==> config.mk <==
export PLATFORM = sky130hd
export DESIGN_NAME = redundant_state_change_filter_flat
export DESIGN_NICKNAME = d
export VERILOG_FILES = /design/src/rtl/core/rscf_pkg.sv /design/src/rtl/core/rscf_req_if.sv /design/src/rtl/core/rscf_res_if.sv /design/src/rtl/core/redundant_state_change_filter.sv /design/src/flat_wrapper.sv
export SDC_FILE = /design/constraint.sdc
export NUM_CORES = 2
export LEC_CHECK = 0
export BUFFER_PORTS_ARGS = -buffer_cell sky130_fd_sc_hd__buf_2
export CAP_MARGIN = 20
export CORE_MARGIN = 4
export CORE_UTILIZATION = 65
export CTS_CLUSTER_DIAMETER = 40
export DETAILED_ROUTE_END_ITERATION = 10
export PLACE_DENSITY = 0.83
export SKIP_CTS_REPAIR_TIMING = 1
export SLEW_MARGIN = 40
export SYNTH_ARGS = -nofsm -noshare
export SYNTH_HDL_FRONTEND = slang
export SYNTH_SLANG_ARGS = --single-unit
==> constraint.sdc <==
create_clock -name clk -period 10.6 [get_ports clk]
set_clock_uncertainty 0.1 [all_clocks]
set_input_delay 1.59 -clock clk [delete_from_list [all_inputs] [get_ports clk]]
set_output_delay 1.59 -clock clk [all_outputs]
set_load 0.02 [all_outputs]
==> src/rtl/core/rscf_pkg.sv <==
// shared types, command codes and sizes for the redundant state change filter
package rscf_pkg;

	localparam int unsigned TEXTURE_SLOTS = 16;
	localparam int unsigned TARGET_SLOTS  = 4;

	localparam int unsigned CMD_W    = 3;
	localparam int unsigned SLOT_W   = 8;
	localparam int unsigned HANDLE_W = 32;
	localparam int unsigned COUNT_W  = 64;

	localparam int unsigned TEX_IDX_W = (TEXTURE_SLOTS > 1) ? $clog2(TEXTURE_SLOTS) : 1;
	localparam int unsigned TGT_IDX_W = (TARGET_SLOTS > 1) ? $clog2(TARGET_SLOTS) : 1;

	// command codes
	localparam logic [CMD_W-1:0] CMD_FRAME_START  = 3'd0;
	localparam logic [CMD_W-1:0] CMD_PIXEL_SHADER = 3'd1;
	localparam logic [CMD_W-1:0] CMD_VERTEX_SHADER = 3'd2;
	localparam logic [CMD_W-1:0] CMD_TEXTURE      = 3'd3;
	localparam logic [CMD_W-1:0] CMD_TARGET       = 3'd4;
	localparam logic [CMD_W-1:0] CMD_INVALIDATE   = 3'd5;
	localparam logic [CMD_W-1:0] CMD_CLEAR_STATS  = 3'd6;

	// counter classes
	localparam logic [1:0] CLS_PIXEL   = 2'd0;
	localparam logic [1:0] CLS_VERTEX  = 2'd1;
	localparam logic [1:0] CLS_TEXTURE = 2'd2;
	localparam logic [1:0] CLS_TARGET  = 2'd3;

	typedef struct packed {
		logic [CMD_W-1:0]    cmd;
		logic [SLOT_W-1:0]   slot;
		logic [HANDLE_W-1:0] handle;
	} req_t;

	typedef struct packed {
		logic               skip;
		logic [COUNT_W-1:0] class_total;
		logic [COUNT_W-1:0] class_eliminated;
	} res_t;

endpackage

==> src/rtl/core/rscf_req_if.sv <==
// request channel: command, slot and handle with valid/ready
interface rscf_req_if;
	logic                          valid;
	logic                          ready;
	logic [rscf_pkg::CMD_W-1:0]    cmd;
	logic [rscf_pkg::SLOT_W-1:0]   slot;
	logic [rscf_pkg::HANDLE_W-1:0] handle;

	modport source (output valid, output cmd, output slot, output handle, input ready);
	modport sink   (input valid, input cmd, input slot, input handle, output ready);
endinterface

==> src/rtl/core/rscf_res_if.sv <==
// result channel: skip flag and class counters with valid/ready
interface rscf_res_if;
	logic                         valid;
	logic                         ready;
	logic                         skip;
	logic [rscf_pkg::COUNT_W-1:0] class_total;
	logic [rscf_pkg::COUNT_W-1:0] class_eliminated;

	modport source (output valid, output skip, output class_total, output class_eliminated,
		input ready);
	modport sink   (input valid, input skip, input class_total, input class_eliminated,
		output ready);
endinterface

==> src/rtl/core/redundant_state_change_filter.sv <==
// top level of the redundant state change filter
//
// One result per request, in order. A request is registered, then compared against
// its shadow copy and counted combinationally, and the result sits in an output
// register. One request per cycle is taken as long as results are taken; a request
// passes the input register and then the output register. The only stall source is
// the result channel: when the output register is full and not taken, a full input
// register holds and ready drops. All shadow copies and counters live in flip-flops,
// so a frame start or a clear-stats request acts at once, with no clearing pass.
module redundant_state_change_filter (
	input  logic            clk,
	input  logic            arst_n,
	rscf_req_if.sink        request,
	rscf_res_if.source      result
);

	// input register
	logic               valid_s1;
	rscf_pkg::req_t     req_s1;

	// result register
	logic               res_valid_q;
	rscf_pkg::res_t     res_q;

	// shadow state
	logic                          shadow_valid_q;
	logic [rscf_pkg::HANDLE_W-1:0] pixel_q;
	logic [rscf_pkg::HANDLE_W-1:0] vertex_q;
	logic [rscf_pkg::HANDLE_W-1:0] texture_q [rscf_pkg::TEXTURE_SLOTS];
	logic [rscf_pkg::HANDLE_W-1:0] target_q  [rscf_pkg::TARGET_SLOTS];

	// counters: entry 2k total, 2k+1 eliminated for class k
	logic [rscf_pkg::COUNT_W-1:0]  count_q [8];

	logic                            res_free;
	logic                            fire_s1;

	// decode of the registered request
	logic                            is_set;
	logic [1:0]                      cls;
	logic                            in_range;
	logic [rscf_pkg::HANDLE_W-1:0]   shadow_rd;
	logic                            drop;
	logic [rscf_pkg::TEX_IDX_W-1:0]  tex_idx;
	logic [rscf_pkg::TGT_IDX_W-1:0]  tgt_idx;
	logic                            tex_ok;
	logic                            tgt_ok;
	logic [2:0]                      tot_idx;
	logic [2:0]                      elim_idx;
	logic [rscf_pkg::COUNT_W-1:0]    total_next;
	logic [rscf_pkg::COUNT_W-1:0]    elim_next;

	// output register frees when empty or being taken
	assign res_free = !res_valid_q || result.ready;
	assign fire_s1  = valid_s1 && res_free;
	assign request.ready = !valid_s1 || res_free;

	assign tex_idx = req_s1.slot[rscf_pkg::TEX_IDX_W-1:0];
	assign tgt_idx = req_s1.slot[rscf_pkg::TGT_IDX_W-1:0];
	assign tex_ok  = {1'b0, req_s1.slot} < 9'(rscf_pkg::TEXTURE_SLOTS);
	assign tgt_ok  = {1'b0, req_s1.slot} < 9'(rscf_pkg::TARGET_SLOTS);

	always_comb begin
		is_set    = 1'b0;
		cls       = rscf_pkg::CLS_PIXEL;
		in_range  = 1'b0;
		shadow_rd = '0;
		case (req_s1.cmd)
			rscf_pkg::CMD_PIXEL_SHADER: begin
				is_set    = 1'b1;
				cls       = rscf_pkg::CLS_PIXEL;
				in_range  = 1'b1;
				shadow_rd = pixel_q;
			end
			rscf_pkg::CMD_VERTEX_SHADER: begin
				is_set    = 1'b1;
				cls       = rscf_pkg::CLS_VERTEX;
				in_range  = 1'b1;
				shadow_rd = vertex_q;
			end
			rscf_pkg::CMD_TEXTURE: begin
				is_set    = 1'b1;
				cls       = rscf_pkg::CLS_TEXTURE;
				in_range  = tex_ok;
				shadow_rd = texture_q[tex_idx];
			end
			rscf_pkg::CMD_TARGET: begin
				is_set    = 1'b1;
				cls       = rscf_pkg::CLS_TARGET;
				in_range  = tgt_ok;
				shadow_rd = target_q[tgt_idx];
			end
			default: begin
				is_set = 1'b0;
			end
		endcase
	end

	// redundant when shadows are trusted, the slot exists and the handle matches
	assign drop       = is_set && shadow_valid_q && in_range && (shadow_rd == req_s1.handle);
	assign tot_idx    = {cls, 1'b0};
	assign elim_idx   = {cls, 1'b1};
	assign total_next = count_q[tot_idx] + rscf_pkg::COUNT_W'(1);
	assign elim_next  = count_q[elim_idx] + rscf_pkg::COUNT_W'(drop);

	// input register
	always_ff @(posedge clk or negedge arst_n) begin
		if (!arst_n) begin
			valid_s1 <= 1'b0;
		end else if (request.ready) begin
			valid_s1 <= request.valid;
		end
	end

	always_ff @(posedge clk) begin
		if (request.ready && request.valid) begin
			req_s1.cmd    <= request.cmd;
			req_s1.slot   <= request.slot;
			req_s1.handle <= request.handle;
		end
	end

	// result register
	always_ff @(posedge clk or negedge arst_n) begin
		if (!arst_n) begin
			res_valid_q <= 1'b0;
		end else if (res_free) begin
			res_valid_q <= valid_s1;
		end
	end

	always_ff @(posedge clk) begin
		if (fire_s1) begin
			res_q.skip             <= drop;
			res_q.class_total      <= is_set ? total_next : '0;
			res_q.class_eliminated <= is_set ? elim_next : '0;
		end
	end

	assign result.valid            = res_valid_q;
	assign result.skip             = res_q.skip;
	assign result.class_total      = res_q.class_total;
	assign result.class_eliminated = res_q.class_eliminated;

	// shadow and counter update
	always_ff @(posedge clk or negedge arst_n) begin
		if (!arst_n) begin
			shadow_valid_q <= 1'b0;
			pixel_q        <= '0;
			vertex_q       <= '0;
			for (int i = 0; i < rscf_pkg::TEXTURE_SLOTS; i++) begin
				texture_q[i] <= '0;
			end
			for (int i = 0; i < rscf_pkg::TARGET_SLOTS; i++) begin
				target_q[i] <= '0;
			end
			for (int i = 0; i < 8; i++) begin
				count_q[i] <= '0;
			end
		end else if (fire_s1) begin
			case (req_s1.cmd)
				rscf_pkg::CMD_FRAME_START: begin
					shadow_valid_q <= 1'b1;
					pixel_q        <= '0;
					vertex_q       <= '0;
					for (int i = 0; i < rscf_pkg::TEXTURE_SLOTS; i++) begin
						texture_q[i] <= '0;
					end
					for (int i = 0; i < rscf_pkg::TARGET_SLOTS; i++) begin
						target_q[i] <= '0;
					end
				end
				rscf_pkg::CMD_INVALIDATE: begin
					shadow_valid_q <= 1'b0;
				end
				rscf_pkg::CMD_CLEAR_STATS: begin
					for (int i = 0; i < 8; i++) begin
						count_q[i] <= '0;
					end
				end
				rscf_pkg::CMD_PIXEL_SHADER: begin
					count_q[tot_idx]  <= total_next;
					count_q[elim_idx] <= elim_next;
					if (!drop) begin
						pixel_q <= req_s1.handle;
					end
				end
				rscf_pkg::CMD_VERTEX_SHADER: begin
					count_q[tot_idx]  <= total_next;
					count_q[elim_idx] <= elim_next;
					if (!drop) begin
						vertex_q <= req_s1.handle;
					end
				end
				rscf_pkg::CMD_TEXTURE: begin
					count_q[tot_idx]  <= total_next;
					count_q[elim_idx] <= elim_next;
					if (!drop && tex_ok) begin
						texture_q[tex_idx] <= req_s1.handle;
					end
				end
				rscf_pkg::CMD_TARGET: begin
					count_q[tot_idx]  <= total_next;
					count_q[elim_idx] <= elim_next;
					if (!drop && tgt_ok) begin
						target_q[tgt_idx] <= req_s1.handle;
					end
				end
				default: begin
					shadow_valid_q <= shadow_valid_q;
				end
			endcase
		end
	end

endmodule

==> src/flat_wrapper.sv <==
// flat-port wrapper written by rule: the top's interface ports become plain ports
module redundant_state_change_filter_flat 
  (clk, arst_n, request_valid, request_cmd, request_slot, request_handle, request_ready, result_valid, result_skip, result_class_total, result_class_eliminated, result_ready);
  rscf_req_if request_i ();
  rscf_res_if result_i ();
  input  logic clk;
  input  logic arst_n;
  input wire logic [$bits(request_i.valid)-1:0] request_valid;
  input wire logic [$bits(request_i.cmd)-1:0] request_cmd;
  input wire logic [$bits(request_i.slot)-1:0] request_slot;
  input wire logic [$bits(request_i.handle)-1:0] request_handle;
  output wire logic [$bits(request_i.ready)-1:0] request_ready;
  output wire logic [$bits(result_i.valid)-1:0] result_valid;
  output wire logic [$bits(result_i.skip)-1:0] result_skip;
  output wire logic [$bits(result_i.class_total)-1:0] result_class_total;
  output wire logic [$bits(result_i.class_eliminated)-1:0] result_class_eliminated;
  input wire logic [$bits(result_i.ready)-1:0] result_ready;
  assign request_i.valid = request_valid;
  assign request_i.cmd = request_cmd;
  assign request_i.slot = request_slot;
  assign request_i.handle = request_handle;
  assign request_ready = request_i.ready;
  assign result_valid = result_i.valid;
  assign result_skip = result_i.skip;
  assign result_class_total = result_i.class_total;
  assign result_class_eliminated = result_i.class_eliminated;
  assign result_i.ready = result_ready;
  redundant_state_change_filter u_core (.clk(clk), .arst_n(arst_n), .request(request_i), .result(result_i));
endmodule
==> summary.md <==
| Metric | Value |
|---|---|
| Gp weighted congestion | a little under 1 |
| Via density | a little under 8 |
| Die height | between 300 and 400 um |
| Internal power | between 0.009 and 0.01 W |
| Sequential-to-total area share from yosys stat | 0.5608 |
| Metal2 WL | between 90000 and 100000 um |
| Asr flop ratio synth | 0.8763 |
| Post-Route WL | between 200000 and 250000 um |
| CP endpoint kind | flop |
| Final worst-path cycle share | 0.7042 |
| Max IR drop VDD | about 210 uV |
| Measured slew at the worst slew-check pin | 0.9562 ns |
| I/O pin count | around 180 |
| Fin nets | 5413 |
| Critical Path Fanout Max | 15 |
| Final setup viols | 0 |
| Mapped Avg Cell Area | ~12 um2 |
| Reg2Reg Depth | 19 |
| Clk buf depth | 3 |
| Min Tclk post-route | 7.465 ns |
| DP HPWL | about 120000 um |
| Drt initial violations | 8641 |
| Sequential share of power | 0.449 |
| WS Path Type | flop to flop |
| Core ar. | a little under 100000 um2 |
| WP data required | ~11 ns |
| Worst reg2reg startpoint | u_core.req_s1[40]$_DFFE_PP_ |
| HP Start | u_core.count_q[264]$_DFFE_PN0P_ |
| Inserted Clock Buffers | 164 |
| Final Hold Viols | 0 |
| Fin. max-slew vios | 0 |
| Synth Flop Type | dfrtp_1 |
| DRC Markers | 0 |
| Sw frac | 0.2718 |
| Vias in the first global route | between 50000 and 60000 |
| Clock power share | 0.436 |
| Combinational power share | 0.115 |
| Die area | around 100000 um2 |
| ANT nets after route | 0 |
| Max cap viols | 0 |
| EDFF count, synth | 172 |
| I/O Buffers | roughly 180 |
| Hold depth | 2 |
| Worst Hold Class | flop to flop |
| Largest net degree at the start of global routing | around 160 |
| CP startpoint kind | flop |
| Remaining global-route overflow | 0 |
| Reg-to-Reg End | u_core.result.class_eliminated[60]$_SDFFCE_PN0P_ |
| FP Rows | around 110 |
| Synthesized Nets | 5454 |
| Slew HR | 0.3567 |
| Cell area after synthesis | between 60000 and 70000 um2 |
| Cells after synthesis | 5403 |
| Psw | 0.003707 W |
| Sinks on Clock Net | between 1000 and 1500 |
| CP Launch Point | u_core.req_s1[40]$_DFFE_PP_ |
| Antenna violations before repair | 3 |
| Flops & latches, synth | 1391 |
| RSZ-0062 raised after global routing | no |
| DP Area | between 60000 and 70000 um2 |
| Final Instance Area | between 70000 and 80000 um2 |
| Overall Global Routing Usage | 0.4038 |
| Via Count | around 52000 |
| CTS root buf | clkbuf_16 |
| Max Clock Freq | 134.0 MHz |
| Layout overhead on the synthesized area | 12.12% |
| First-pass GRT wire length | 319900 um |
| Initial DRT Pass Iterations | 8 |
| CTS clk-pin slew, worst paths | ~0.060 ns |
| Setup TNS | 0 ns |
| Hold Path Sink | u_core.count_q[264]$_DFFE_PN0P_ |
| WL met3 | between 20000 and 30000 um |
| Design Power | between 0.01 and 0.015 W |
| Arrival @ worst endpoint | between 7 and 8 ns |
| Netlist cell types | between 90 and 100 |
| Synthesis Warnings | 0 |
| Leakage Power | just over 30 nW |
| Clk_lat worst skew | a little under 0.8 ns |
| R2r setup slk | around 3.1 ns |
| Metal-1 WL | between 70000 and 80000 um |
| Starting Density | 0.6567 |
| Routed len/inst | ~31 um |
| Share of post-route cells with drive strength above 1 | 0.1512 |
| Depth of the CTS H-tree | 4 |
| CTS tree | yes |
| Top routing layer used | met5 |
| Power Density | 191.3 nW/um2 |
| Status | completed |
| Die width | 320.8 um |
==> worst max path at each step <==
| stage | cells after the start | slack (ns) | endpoint |
|---|---|---|---|
| floorplan | 9 | 2.85 | u_core.count_q[411]$_DFFE_PN0P_ |
| global placement | 19 | 3.32 | u_core.result.class_eliminated[54]$_SDFFCE_PN0P_ |
| detailed placement | 17 | 3.36 | u_core.result.class_eliminated[60]$_SDFFCE_PN0P_ |
| CTS | 17 | 3.37 | u_core.result.class_eliminated[60]$_SDFFCE_PN0P_ |
| global route | 19 | 2.86 | u_core.result.class_eliminated[60]$_SDFFCE_PN0P_ |
| finish | 19 | 3.13 | u_core.result.class_eliminated[60]$_SDFFCE_PN0P_ |
==> cells in the final DEF (no fill, tap or decap), types with 60 or more instances in the layout <==
master,count
dfrtp_1,1219
nand2_1,533
o2bb2ai_1,514
a22o_1,410
o21ai_0,314
mux2i_1,189
nand3_1,189
buf_2,176
clkbuf_16,172
edfxtp_1,172
nor2_1,163
buf_4,96
mux4_2,95
o221ai_1,91
a22oi_1,84
xnor2_1,82
o22ai_1,68
and2_1,63
xor2_1,60
==> worst max-delay path, stage by stage (launching register included) <==
cell       delay, ns
edfxtp_1        0.84
buf_4           0.42
nand4bb_1       0.15
buf_4           0.27
nor2_1          0.64
a22oi_1         0.27
and3_1          0.25
nor4_1          0.27
or4b_1          0.52
nor4_4          0.46
nand3_2         0.40
inv_1           0.18
ha_1            0.29
ha_1            0.20
nand2_1         0.10
nor3_1          0.57
and4_1          0.47
nor4b_1         0.33
xor2_1          0.33
nor2_1          0.08
==> power groups by stage <==
stage	sequential [W]	combinational, W	clock, W
after floorplan	0.00616	0.000955	0
after global placement	0.00616	0.00146	0
after detailed placement	0.00618	0.00152	0
after CTS	0.00610	0.00153	0.00595
after global routing	0.00615	0.00168	0.00619
final	0.00612	0.00157	0.00595
==> area by class of cell <==
cell class                      instances  area (um2)
Inverter                               41       160.2
Tap cell                             1276        1597
Multi-Input combinational cell       3453       25800
Clock inverter                         83        1046
Fill cell                            6072       25540
Clock buffer                          223        4746
Antenna cell                            2       5.005
Sequential cell                      1391       35670
Timing Repair Buffer                  311        2282
==> cells by family after synthesis <==
group | after synthesis | synth area share
mux | 320 | 0.06976
compound gates | 1768 | 0.2171
flops | 1391 | 0.5608
buf+inv | 559 | 0.04064
xor+xnor | 144 | 0.01983
fa+ha+maj | 4 | 0.0007870
simple gates | 1217 | 0.09101
==> per-stage QoR <==
step / setup slack, ns / util / hold slack (ns) / cells
final: 3.135 / 0.7363 / 0.3746 / 6780
after global routing: 2.855 / 0.7362 / 0.3923 / 6778
after detailed placement: 3.365 / 0.6743 / 0.3631 / 6465
after global placement: 3.317 / 0.6718 / 0.3552 / 6456
after floorplan: 2.847 / - / 0.3377 / 5403
after CTS: 3.372 / 0.7341 / 0.3760 / 6771
==> registers in the layout, indices dropped and copies added (netlist names) <==
signal / cells
u_core.result.valid: 1
u_core.result.class_eliminated: 64
u_core.shadow_valid_q: 1
u_core.count_q: 512
u_core.texture_q: 512
u_core.valid_s1: 1
u_core.target_q: 128
u_core.req_s1: 43
u_core.result.skip: 1
u_core.pixel_q: 32
u_core.result.class_total: 64
u_core.vertex_q: 32
==> synthesized netlist by cell type (all sizes together) (15+ instances only) <==
library cell | count | area (um2)
inv | 41 | 153.9
o2bb2ai | 514 | 4502
xor2 | 60 | 525.5
o221ai | 91 | 797.0
xnor2 | 84 | 735.7
a221oi | 43 | 376.6
buf | 260 | 1461
nand3 | 191 | 965.9
a22oi | 84 | 630.6
edfxtp | 172 | 5165
o21ai | 349 | 1788
and3 | 30 | 187.7
nor2 | 170 | 640.6
nor2b | 16 | 100.1
clkbuf | 258 | 969.7
mux2 | 36 | 405.4
a32o | 34 | 340.3
dfrtp | 1219 | 30500
nand2b | 22 | 137.6
o211ai | 16 | 120.1
nor3 | 40 | 200.2
mux4 | 95 | 2140
nand4 | 28 | 175.2
nor4 | 24 | 171.4
o22ai | 72 | 450.4
and4 | 15 | 131.4
mux2i | 189 | 1892
a22o | 410 | 3591
and2 | 65 | 406.6
nand2 | 540 | 2027
a21oi | 48 | 240.2
==> layer usage <==
layer / track usage / vias to the layer above
met2: 0.6042 / 4771
met4: 0.2365 / 6
li1: - / 20480
met5: 0 / -
met1: 0.5357 / 25800
met3: 0.1131 / 1064
(Power assumes the default switching activity.)
